--- config.mk ---
export PLATFORM = sky130hd
export DESIGN_NAME = first_fit_block_allocator
export DESIGN_NICKNAME = d
export VERILOG_FILES = /design/src/hw/rtl/ffba_pkg.sv /design/src/hw/rtl/ffba_ctrl.sv /design/src/hw/rtl/ffba_datapath.sv /design/src/hw/rtl/first_fit_block_allocator.sv
export SDC_FILE = /design/constraint.sdc
export NUM_CORES = 2
export LEC_CHECK = 0
export BUFFER_PORTS_ARGS = -buffer_cell sky130_fd_sc_hd__buf_2
export CORE_UTILIZATION = 45
export CTS_CLUSTER_DIAMETER = 60
export DETAILED_ROUTE_END_ITERATION = 16
export PLACE_DENSITY = 0.63
export SLEW_MARGIN = 20
export SYNTH_ARGS = -nofsm -noshare
export SYNTH_HDL_FRONTEND = slang
export SYNTH_HIERARCHICAL = 1
export SYNTH_SLANG_ARGS = --single-unit
--- constraint.sdc ---
create_clock -name clk -period 10.4 [get_ports clk]
set_clock_uncertainty 0.2 [all_clocks]
set_input_delay 3.12 -clock clk [delete_from_list [all_inputs] [get_ports clk]]
set_output_delay 3.12 -clock clk [all_outputs]
set_load 0.01 [all_outputs]
--- src/hw/rtl/ffba_pkg.sv ---
package ffba_pkg;

  localparam int MAX_SEGMENTS = 16;
  localparam int OFFSET_BITS  = 16;
  localparam int IDX_W        = $clog2(MAX_SEGMENTS);
  localparam int CNT_W        = $clog2(MAX_SEGMENTS + 1);

  localparam logic [OFFSET_BITS-1:0] POOL_RESET = 16'hFFFF;

  localparam logic ACT_ALLOC = 1'b0;
  localparam logic ACT_FREE  = 1'b1;

  localparam logic REG_POOL_SIZE = 1'b0;

  typedef enum logic [1:0] {
    STAT_OK         = 2'd0,
    STAT_NO_FIT     = 2'd1,
    STAT_TABLE_FULL = 2'd2,
    STAT_NOT_FOUND  = 2'd3
  } status_t;

  typedef enum logic [2:0] {
    ST_IDLE,
    ST_SCAN,
    ST_SPLIT,
    ST_FNEXT,
    ST_FPREV,
    ST_RESULT
  } state_t;

  typedef struct packed {
    logic load;
    logic idx_inc;
    logic idx_dec;
    logic prev_load;
    logic cur_load;
    logic mark_used;
    logic mark_free;
    logic split;
    logic merge;
    logic merge_prev;
  } dp_cmd_t;

  typedef struct packed {
    logic act_free;
    logic req_zero;
    logic rd_free;
    logic fit;
    logic exact;
    logic match;
    logic last;
    logic full;
    logic first;
    logic prev_free;
  } dp_stat_t;

  typedef struct packed {
    logic    load;
    status_t status;
    logic    use_addr;
  } res_t;

endpackage

--- src/hw/rtl/ffba_ctrl.sv ---
module ffba_ctrl (
  input  logic              clk,
  input  logic              rst,
  input  logic              in_valid,
  output logic              in_ready,
  input  logic              out_free,
  input  ffba_pkg::dp_stat_t stat,
  output ffba_pkg::dp_cmd_t  cmd,
  output ffba_pkg::res_t     res
);

  ffba_pkg::state_t  state, state_next;
  ffba_pkg::status_t res_status, res_status_next;

  always_ff @(posedge clk) begin
    if (rst) begin
      state      <= ffba_pkg::ST_IDLE;
      res_status <= ffba_pkg::STAT_OK;
    end else begin
      state      <= state_next;
      res_status <= res_status_next;
    end
  end

  always_comb begin
    state_next      = state;
    res_status_next = res_status;
    cmd             = '0;
    in_ready        = 1'b0;
    res.load        = 1'b0;
    res.status      = res_status;
    res.use_addr    = 1'b0;
    unique case (state)
      ffba_pkg::ST_IDLE: begin
        in_ready = 1'b1;
        if (in_valid) begin
          cmd.load   = 1'b1;
          state_next = ffba_pkg::ST_SCAN;
        end
      end
      ffba_pkg::ST_SCAN: begin
        if (!stat.act_free) begin
          if (stat.req_zero) begin
            res_status_next = ffba_pkg::STAT_NO_FIT;
            state_next      = ffba_pkg::ST_RESULT;
          end else if (stat.rd_free && stat.fit) begin
            if (stat.exact) begin
              cmd.mark_used   = 1'b1;
              res_status_next = ffba_pkg::STAT_OK;
              state_next      = ffba_pkg::ST_RESULT;
            end else if (stat.full) begin
              res_status_next = ffba_pkg::STAT_TABLE_FULL;
              state_next      = ffba_pkg::ST_RESULT;
            end else begin
              state_next = ffba_pkg::ST_SPLIT;
            end
          end else if (stat.last) begin
            res_status_next = ffba_pkg::STAT_NO_FIT;
            state_next      = ffba_pkg::ST_RESULT;
          end else begin
            cmd.idx_inc = 1'b1;
          end
        end else begin
          if (stat.match) begin
            cmd.mark_free   = 1'b1;
            cmd.cur_load    = 1'b1;
            res_status_next = ffba_pkg::STAT_OK;
            if (stat.last) begin
              state_next = ffba_pkg::ST_FPREV;
            end else begin
              cmd.idx_inc = 1'b1;
              state_next  = ffba_pkg::ST_FNEXT;
            end
          end else if (stat.last) begin
            res_status_next = ffba_pkg::STAT_NOT_FOUND;
            state_next      = ffba_pkg::ST_RESULT;
          end else begin
            cmd.idx_inc   = 1'b1;
            cmd.prev_load = 1'b1;
          end
        end
      end
      ffba_pkg::ST_SPLIT: begin
        cmd.split       = 1'b1;
        res_status_next = ffba_pkg::STAT_OK;
        state_next      = ffba_pkg::ST_RESULT;
      end
      ffba_pkg::ST_FNEXT: begin
        cmd.merge   = stat.rd_free;
        cmd.idx_dec = 1'b1;
        state_next  = ffba_pkg::ST_FPREV;
      end
      ffba_pkg::ST_FPREV: begin
        cmd.merge      = !stat.first && stat.prev_free;
        cmd.merge_prev = 1'b1;
        state_next     = ffba_pkg::ST_RESULT;
      end
      ffba_pkg::ST_RESULT: begin
        res.use_addr = !stat.act_free && (res_status == ffba_pkg::STAT_OK);
        if (out_free) begin
          res.load   = 1'b1;
          state_next = ffba_pkg::ST_IDLE;
        end
      end
      default: state_next = ffba_pkg::ST_IDLE;
    endcase
  end

endmodule

--- src/hw/rtl/ffba_datapath.sv ---
module ffba_datapath (
  input  logic                             clk,
  input  logic                             rst,
  input  logic                             init,
  input  logic [ffba_pkg::OFFSET_BITS-1:0] pool_size,
  input  logic                             in_action,
  input  logic [ffba_pkg::OFFSET_BITS-1:0] in_request_size,
  input  logic [ffba_pkg::OFFSET_BITS-1:0] in_free_address,
  input  ffba_pkg::dp_cmd_t                cmd,
  output ffba_pkg::dp_stat_t               stat,
  output logic [ffba_pkg::OFFSET_BITS-1:0] rd_start
);

  logic [ffba_pkg::OFFSET_BITS-1:0] seg_start [ffba_pkg::MAX_SEGMENTS];
  logic [ffba_pkg::OFFSET_BITS-1:0] seg_len   [ffba_pkg::MAX_SEGMENTS];
  logic                             seg_free  [ffba_pkg::MAX_SEGMENTS];

  logic [ffba_pkg::OFFSET_BITS-1:0] up_start   [ffba_pkg::MAX_SEGMENTS];
  logic [ffba_pkg::OFFSET_BITS-1:0] up_len     [ffba_pkg::MAX_SEGMENTS];
  logic                             up_free    [ffba_pkg::MAX_SEGMENTS];
  logic [ffba_pkg::OFFSET_BITS-1:0] down_start [ffba_pkg::MAX_SEGMENTS];
  logic [ffba_pkg::OFFSET_BITS-1:0] down_len   [ffba_pkg::MAX_SEGMENTS];
  logic                             down_free  [ffba_pkg::MAX_SEGMENTS];

  logic [ffba_pkg::IDX_W-1:0]       idx;
  logic [ffba_pkg::CNT_W-1:0]       count;
  logic [ffba_pkg::CNT_W-1:0]       idx_w;
  logic [ffba_pkg::CNT_W-1:0]       idx_w1;
  logic                             act;
  logic [ffba_pkg::OFFSET_BITS-1:0] req;
  logic [ffba_pkg::OFFSET_BITS-1:0] faddr;
  logic [ffba_pkg::OFFSET_BITS-1:0] cur_len;
  logic [ffba_pkg::OFFSET_BITS-1:0] prev_len;
  logic                             prev_free;
  logic [ffba_pkg::OFFSET_BITS-1:0] rd_len;
  logic                             rd_free;
  logic [ffba_pkg::OFFSET_BITS-1:0] split_start;
  logic [ffba_pkg::OFFSET_BITS-1:0] split_len;
  logic [ffba_pkg::OFFSET_BITS-1:0] sum;

  assign rd_start    = seg_start[idx];
  assign rd_len      = seg_len[idx];
  assign rd_free     = seg_free[idx];
  assign idx_w       = {1'b0, idx};
  assign idx_w1      = idx_w + 1'b1;
  assign split_start = rd_start + req;
  assign split_len   = rd_len - req;
  assign sum         = (cmd.merge_prev ? prev_len : rd_len) + cur_len;

  assign stat.act_free  = (act == ffba_pkg::ACT_FREE);
  assign stat.req_zero  = (req == '0);
  assign stat.rd_free   = rd_free;
  assign stat.fit       = (rd_len >= req);
  assign stat.exact     = (rd_len == req);
  assign stat.match     = (rd_start == faddr);
  assign stat.last      = (idx_w1 == count);
  assign stat.full      = (count == ffba_pkg::CNT_W'(ffba_pkg::MAX_SEGMENTS));
  assign stat.first     = (idx == '0);
  assign stat.prev_free = prev_free;

  always_ff @(posedge clk) begin
    if (rst || init) begin
      count <= ffba_pkg::CNT_W'(1);
    end else if (cmd.split) begin
      count <= count + 1'b1;
    end else if (cmd.merge) begin
      count <= count - 1'b1;
    end
  end

  always_ff @(posedge clk) begin
    if (rst) begin
      idx <= '0;
    end else if (cmd.load) begin
      idx <= '0;
    end else if (cmd.idx_inc) begin
      idx <= idx + 1'b1;
    end else if (cmd.idx_dec) begin
      idx <= idx - 1'b1;
    end
  end

  always_ff @(posedge clk) begin
    if (cmd.load) begin
      act   <= in_action;
      req   <= in_request_size;
      faddr <= in_free_address;
    end
    if (cmd.prev_load) begin
      prev_free <= rd_free;
      prev_len  <= rd_len;
    end
    if (cmd.cur_load) begin
      cur_len <= rd_len;
    end else if (cmd.merge) begin
      cur_len <= sum;
    end
  end

  for (genvar g = 0; g < ffba_pkg::MAX_SEGMENTS; g++) begin : g_entry
    localparam logic [ffba_pkg::CNT_W-1:0] K = ffba_pkg::CNT_W'(g);

    if (g > 0) begin : g_up
      assign up_start[g] = seg_start[g-1];
      assign up_len[g]   = seg_len[g-1];
      assign up_free[g]  = seg_free[g-1];
    end else begin : g_up0
      assign up_start[g] = seg_start[g];
      assign up_len[g]   = seg_len[g];
      assign up_free[g]  = seg_free[g];
    end

    if (g < ffba_pkg::MAX_SEGMENTS - 1) begin : g_down
      assign down_start[g] = seg_start[g+1];
      assign down_len[g]   = seg_len[g+1];
      assign down_free[g]  = seg_free[g+1];
    end else begin : g_down_end
      assign down_start[g] = seg_start[g];
      assign down_len[g]   = seg_len[g];
      assign down_free[g]  = seg_free[g];
    end

    always_ff @(posedge clk) begin
      if (rst || init) begin
        if (g == 0) begin
          seg_start[g] <= '0;
          seg_len[g]   <= rst ? ffba_pkg::POOL_RESET : pool_size;
          seg_free[g]  <= 1'b1;
        end
      end else if (cmd.split) begin
        if (K == idx_w) begin
          seg_len[g]  <= req;
          seg_free[g] <= 1'b0;
        end else if (K == idx_w1) begin
          seg_start[g] <= split_start;
          seg_len[g]   <= split_len;
          seg_free[g]  <= 1'b1;
        end else if (K > idx_w1) begin
          seg_start[g] <= up_start[g];
          seg_len[g]   <= up_len[g];
          seg_free[g]  <= up_free[g];
        end
      end else if (cmd.mark_used) begin
        if (K == idx_w) seg_free[g] <= 1'b0;
      end else if (cmd.mark_free) begin
        if (K == idx_w) seg_free[g] <= 1'b1;
      end else if (cmd.merge) begin
        if (ffba_pkg::CNT_W'(K + 1'b1) == idx_w) begin
          seg_len[g] <= sum;
        end else if (K >= idx_w) begin
          seg_start[g] <= down_start[g];
          seg_len[g]   <= down_len[g];
          seg_free[g]  <= down_free[g];
        end
      end
    end
  end

`ifndef SYNTHESIS
  a_count_range: assert property (@(posedge clk) disable iff (rst)
    count != '0 && count <= ffba_pkg::CNT_W'(ffba_pkg::MAX_SEGMENTS))
    else $error("segment count out of range");

  a_split_ok: assert property (@(posedge clk) disable iff (rst)
    cmd.split |-> !stat.full && rd_free && rd_len > req)
    else $error("split of an unfit or full table");

  a_merge_ok: assert property (@(posedge clk) disable iff (rst)
    cmd.merge |-> idx != '0 && count > ffba_pkg::CNT_W'(1))
    else $error("merge without a previous entry");

  a_split_grow: assert property (@(posedge clk) disable iff (rst)
    cmd.split |=> count == ffba_pkg::CNT_W'($past(count) + 1'b1))
    else $error("split did not grow the table");
`endif

endmodule

--- src/hw/rtl/first_fit_block_allocator.sv ---
// First-fit segment allocator with coalescing over a pool of pool_size bytes. Each input word
// is an allocate (tuser 0, size in request_size) or a free (tuser 1, start in free_address), and
// yields one result word with a status and, for a successful allocate, the segment start. The
// table scan reads one segment entry per cycle and stops at the first free entry that fits (at
// once for a zero size), at the entry that a free names, or at the last entry. An allocate that
// splits then passes through a split step, and a free that finds its segment checks the next
// neighbor (skipped for the last entry) and then the previous one for merging; the result then
// waits until the output register is free. Inserts and removals shift the following table
// entries all at once. The table is ready right after reset with no clearing pass; writing
// pool_size restarts it as one free segment and must only happen while the block is idle. A
// finished result sits in the output register while the next word is accepted.
module first_fit_block_allocator (
  input  logic        clk,
  input  logic        rst,
  input  logic        s_tvalid,
  output logic        s_tready,
  input  logic [31:0] s_tdata,   // request_size[15:0], free_address[31:16]
  input  logic        s_tuser,   // action
  output logic        m_tvalid,
  input  logic        m_tready,
  output logic [23:0] m_tdata,   // status[1:0], address[17:2], zero[23:18]
  input  logic        psel,
  input  logic        penable,
  input  logic        pwrite,
  input  logic [2:0]  paddr,
  input  logic [31:0] pwdata,
  output logic [31:0] prdata,
  output logic        pready
);

  logic [ffba_pkg::OFFSET_BITS-1:0] pool_size;
  logic                             cfg_wr;
  logic                             out_free;
  logic [ffba_pkg::OFFSET_BITS-1:0] rd_start;
  ffba_pkg::status_t                m_status;
  logic [ffba_pkg::OFFSET_BITS-1:0] m_address;
  ffba_pkg::dp_cmd_t                cmd;
  ffba_pkg::dp_stat_t               stat;
  ffba_pkg::res_t                   res;

  assign pready = 1'b1;
  assign cfg_wr = psel && penable && pwrite && pready && (paddr[2] == ffba_pkg::REG_POOL_SIZE);
  assign prdata = (paddr[2] == ffba_pkg::REG_POOL_SIZE) ? {16'd0, pool_size} : 32'd0;

  always_ff @(posedge clk) begin
    if (rst) begin
      pool_size <= ffba_pkg::POOL_RESET;
    end else if (cfg_wr) begin
      pool_size <= pwdata[15:0];
    end
  end

  assign out_free = !m_tvalid || m_tready;

  always_ff @(posedge clk) begin
    if (rst) begin
      m_tvalid <= 1'b0;
    end else if (res.load) begin
      m_tvalid <= 1'b1;
    end else if (m_tready) begin
      m_tvalid <= 1'b0;
    end
  end

  always_ff @(posedge clk) begin
    if (res.load) begin
      m_status  <= res.status;
      m_address <= res.use_addr ? rd_start : '0;
    end
  end

  assign m_tdata = {6'd0, m_address, m_status};

  ffba_ctrl u_ctrl (
    .clk      (clk),
    .rst      (rst),
    .in_valid (s_tvalid),
    .in_ready (s_tready),
    .out_free (out_free),
    .stat     (stat),
    .cmd      (cmd),
    .res      (res)
  );

  ffba_datapath u_datapath (
    .clk             (clk),
    .rst             (rst),
    .init            (cfg_wr),
    .pool_size       (pwdata[15:0]),
    .in_action       (s_tuser),
    .in_request_size (s_tdata[15:0]),
    .in_free_address (s_tdata[31:16]),
    .cmd             (cmd),
    .stat            (stat),
    .rd_start        (rd_start)
  );

endmodule
# Yosys cells after proc, flatten, opt, wreduce, memory -nomap -nowiden

Memory sizes are Yosys's and may differ from the RTL's. A register that Yosys moved wholly into a read port is not among the register bits.
Cells that the tools add are included.

Register bits after elaboration: 115
Bits in writable memories: 528
Input bits: 75
Word-level logic and storage cells: 1149
Memories: 3

Add/sub/neg operators: 8
Magnitude comparators: 33
Eq/ne operators: 44
Mux-type cells: 842
Bitwise logic cells: 179
Reductions and logical operators: 26

Memories:

| memory               | words | bits a word | read ports | clocked after Yosys merged registers in | wr ports | RTL line            | text |
|---|---|---|---|---|---|---|---|
| u_datapath.seg_len   | 16    | 16          | 17         | 1                                       | 16       | ffba_datapath.sv:15 | `logic [ffba_pkg::OFFSET_BITS-1:0] seg_len [ffba_pkg::MAX_SEGMENTS];` |
| u_datapath.seg_start | 16    | 16          | 17         | 1                                       | 16       | ffba_datapath.sv:14 | `logic [ffba_pkg::OFFSET_BITS-1:0] seg_start [ffba_pkg::MAX_SEGMENTS];` |
| u_datapath.seg_free  | 16    | 1           | 17         | 1                                       | 16       | ffba_datapath.sv:16 | `logic seg_free [ffba_pkg::MAX_SEGMENTS];` |

Operators by type and width:

| kind                                                | count |
|---|---|
| two-way mux 16 bit                                  | 102 |
| two-way mux 1 bit                                   | 707 |
| bitwise OR 1 bit                                    | 178 |
| == test 4 x 5 -> 1 bit (first input constant)       | 8 |
| > comparator 4 x 5 -> 1 bit (first input constant)  | 8 |
| two-way mux 4 bit                                   | 9 |
| adder 16 bit                                        | 2 |
| == test 16 bit                                      | 2 |
| == test 4 bit (first input constant)                | 8 |
| >= comparator 4 bit (first input constant)          | 8 |
| two-way mux 3 bit                                   | 10 |
| == test 3 x 5 -> 1 bit (first input constant)       | 4 |
| > comparator 3 x 5 -> 1 bit (first input constant)  | 4 |
| two-way mux 2 bit                                   | 9 |
| == test 3 x 4 -> 1 bit (first input constant)       | 4 |
| >= comparator 16 bit                                | 1 |
| >= comparator 3 x 4 -> 1 bit (first input constant) | 4 |
| zero test 16 bit                                    | 1 |
| subtractor 16 bit                                   | 1 |
| one-hot mux 3 bit (5 select lines)                  | 1 |
| == test 2 x 5 -> 1 bit (first input constant)       | 2 |
| > comparator 1 x 5 -> 1 bit (first input constant)  | 2 |
| > comparator 2 x 5 -> 1 bit (first input constant)  | 2 |
| zero test 5 bit                                     | 2 |
| 33 further kinds                                    | 53 |

# Depth between registers and ports, before layout

Depth in word-level cells: 13
Depth in mapped cells: 29
Gate-level depth less buffers: 24

# Hierarchy

Netlist, hierarchy kept.

Modules (own cells, without submodules):

| module                    | instances | cells an instance | area each (µm²) | seq. area each (µm²) |
|---|---|---|---|---|
| ffba_datapath             | 1         | 4034              | 40194.8         | 18097.4 |
| first_fit_block_allocator | 1         | 152               | 1635.3          | 880.8 |
| ffba_ctrl                 | 1         | 58                | 447.9           | 100.1 |

# Least setup slack after synthesis

OpenSTA, ideal clock, no wires.

Path kind: flip-flop to flip-flop
From: reg with a tool-made name
To: mem u_datapath/seg_start[0][0] (netlist bit) (enable)
Arrival time: 6.451 ns
Setup slack: 3.205 ns
Stages on the path, launching flop included: 25
Clock period less this slack: 7.195 ns
Path through: dfxtp_1 -> buf_4 -> buf_2 -> buf_2 -> buf_4 -> clkbuf_1 -> mux4_2 -> mux4_2 -> ha_1 -> nand3_1 -> o211a_1 -> o211a_1 -> o31ai_2 -> a21o_1 -> a211o_1 -> and4bb_1 -> nand2_1 -> nor2_1 -> nor4b_4 -> nand2_1 -> clkbuf_1 -> or3_1 -> clkbuf_1 -> clkbuf_1 -> o311ai_0

RTL lines:

| element   | RTL line |
|---|---|
| to (decl) | ffba_datapath.sv:14 |

==> out/results.ini <==
[status]
status=finished, final reports clean

[timing]
fin_crit_sh=0.849
max_slew.worst_pin.slew_ps=1290
max_freq_mhz=113
fin_ws_ps=1570
setup_violations=0
grt_setup_unrepaired=no
fin_setup_tns_ps=0
timing.slew.headroom=0.141
hold_viol=0
final-max-slew-violation-count=0
min_period_ps=8830

[layout]
final_nets=4336
drive_gt1_frac=0.161
fillers=8517
final_util=0.500
fin_area_mm2=0.0466
layout-area-overhead-vs-synth_pct=10.3

[placed_design]
dp.final_hpwl_um=124000
placed_area_mm2=0.0442
place_congestion=1.05
dp_slack_ps=1850
portBuffers=92

[setup_path]
worstSetupPathType=reg2reg
crit_path_end_kind=flip-flop
r2r_slack_ps=1570
cp.required_ps=10460
critPathMaxFanout=28
crit_path_start_kind=flip-flop
arrival_ps=8890

[global_routing]
met2_usage=0.532
antenna_found_initial=7
grt_max_degree=63
met3_usage=0.104
busiest_layer=met2
grt_pass1_wl_um=249000
track_usage=0.357
gr-total-overflow=0
grt_pass1_vias=36505
grtUsageMet1=0.442

[route]
drtAntennaViolNets=0
first_iter_violations=7274
via_count=38633
post-route-drc-count=0
vias_per_cell=7.00
wl_per_cell_um=31.4
wirelength_um=173000
first_pass_iters=12

[clock_network]
cts_num_sinks=647
clockBufferDepth=3
numCtsBuffers=78
tritoncts=built
cts_resized=0
cts_setup_buffers=0
hold_buffers=0
cts_root_buf=clkbuf_16
htreeDepth=3
clkTransAtPathRegs_ps=60
insertion_delay_ps=660

[power]
ir_drop_mv=0.125
p_leak_nw=15.7
p_sw_w=0.00265
p_per_area_mw_per_mm2=169
p_int_w=0.00524
power_w=0.00789
seqPwrFrac=0.396
switching_share=0.335
pwr-share-comb=0.268
clock_power_share=0.336

[synthesis]
synth_edf_count=612
syn_avg_cell_area_um2=9.96
ys.flop_type=edfxtp_1
yosysMostFrequentCell=edfxtp_1
synth-seq-cells=647
synth_compound_area_frac=0.221
synth_mux_area_frac=0.113
yosysTopAreaCellShare=0.435
syn_area_mm2=0.0423
synth_area_leader_cell=edfxtp_1
yosys.area_share.adder=0.0185
seq_area_frac_synth=0.451
synth.distinct_cells=101
synthesis.instances=4244
synth-simple-area-share=0.131
yosys_warnings=6
ys_top_cells_by_count=edfxtp_1, nand2_1, nor2_1
async_reset_ff_frac=0
synth_top_family_by_area=compound AO/OA/AOI/OAI gates
synthXorXnorAreaFrac=0.0157
synth.top_cells.by_area=edfxtp_1, mux4_2, nand2_1, o21ai_0, a21oi_1

[die]
fp.dieH_um=309
core.rowCount=112
io_pins=134
die_area_mm2=0.0952
initial_core_util=0.454
core-area_mm2=0.0932
die_w_um=309

[hold_path]
hold_class=reg2reg

[run]
drv_cap=0

## cells by family (layout without fill, tap and decap cells)
logic type / count (synthesis) / after routing
adder cells (fa/ha/maj): 60 / 60
other: 2 / 27
AO/OA/AOI/OAI: 1439 / 1439
AND/OR/NAND/NOR: 1278 / 1278
buffers and inverters: 467 / 462
XOR/XNOR: 76 / 76
multiplexers: 275 / 275
flip-flops: 647 / 647
## power by group through the flow
stage,clock network (W),registers [W],logic [W]
6_report,0.00265,0.00313,0.00211
5_1_grt,0.00275,0.00313,0.00220
4_1_cts,0.00267,0.00312,0.00202
3_5_place_dp,0,0.00318,0.00201
3_3_place_gp,0,0.00318,0.00197
2_1_floorplan,0,0.00315,0.00125
## layout by cell type (no fill, tap or decap), types with 56 or more instances in the layout
cell / count
a21oi_1: 344
a31oi_1: 80
ha_1: 56
nand3_1: 60
o211ai_1: 60
a22oi_1: 132
mux4_2: 158
buf_4: 180
a221oi_1: 69
clkbuf_16: 81
nand2_1: 590
edfxtp_1: 612
mux2i_1: 79
nor2_1: 394
buf_2: 92
o21ai_0: 374
## worst paths after layout
check                        from                   endpoint  depth (start not counted)
max                     flip-flop  u_datapath/seg_len[9][10]                         21
min reg2reg  u_ctrl/res_status[0]                m_status[0]                          0
min          u_ctrl/res_status[0]                m_status[0]                          0
max reg2reg             flip-flop  u_datapath/seg_len[9][10]                         21
## final cells by class
type	count	area, µm²	area share
timing repair buffer	273	1830	0.0393
clock buffer	105	2140	0.0458
inverter	50	193	0.00413
antenna	4	10.0	0.000215
sequential	647	19100	0.409
multi-input combinational	3151	21500	0.462
clock inverter	34	241	0.00518
tap	1254	1570	0.0337
## critical path, stage by stage (launching register included)
cell	delay (ps)
dfxtp_4	790
mux4_2	710
mux4_2	610
inv_1	120
ha_1	270
inv_1	80
fa_1	470
a21oi_1	190
o211a_1	230
o211a_1	220
o31ai_2	100
a21o_1	180
a211o_1	370
and4bb_1	300
nand2_1	90
nor2_1	230
nor4b_4	580
and2_2	490
buf_4	440
nand3_1	530
nand2_1	560
a21o_1	640
## registers in the layout, summed over array words and instances (netlist names), named ones only
signal / flops
u_datapath/faddr: 16
u_ctrl/state: 3
u_datapath/seg_start: 256
u_datapath/prev_len: 16
u_ctrl/res_status: 2
u_datapath/prev_free: 1
u_datapath/act: 1
m_status: 2
u_datapath/cur_len: 16
u_datapath/idx: 4
u_datapath/seg_len: 256
u_datapath/req: 16
pool_size: 16
m_tvalid: 1
u_datapath/count: 5
u_datapath/seg_free: 16
m_address: 16
## metal layers
metal	vias to the layer above	part of all wire	wire length [µm]
met1	18601	0.35	60200
met5	-	0.00020	35
met3	768	0.13	23400
met2	3095	0.43	74500
met4	6	0.088	15300
li1	16163	-	-
## metrics by stage
step                std cells  hold slack [ps]
CTS                      5514              274
finish                   5518              274
floorplan                4265              223
detailed placement       5375              261
global placement         5374              260
global route             5515              296
No activity file was read; power rests on OpenSTA's default activity.
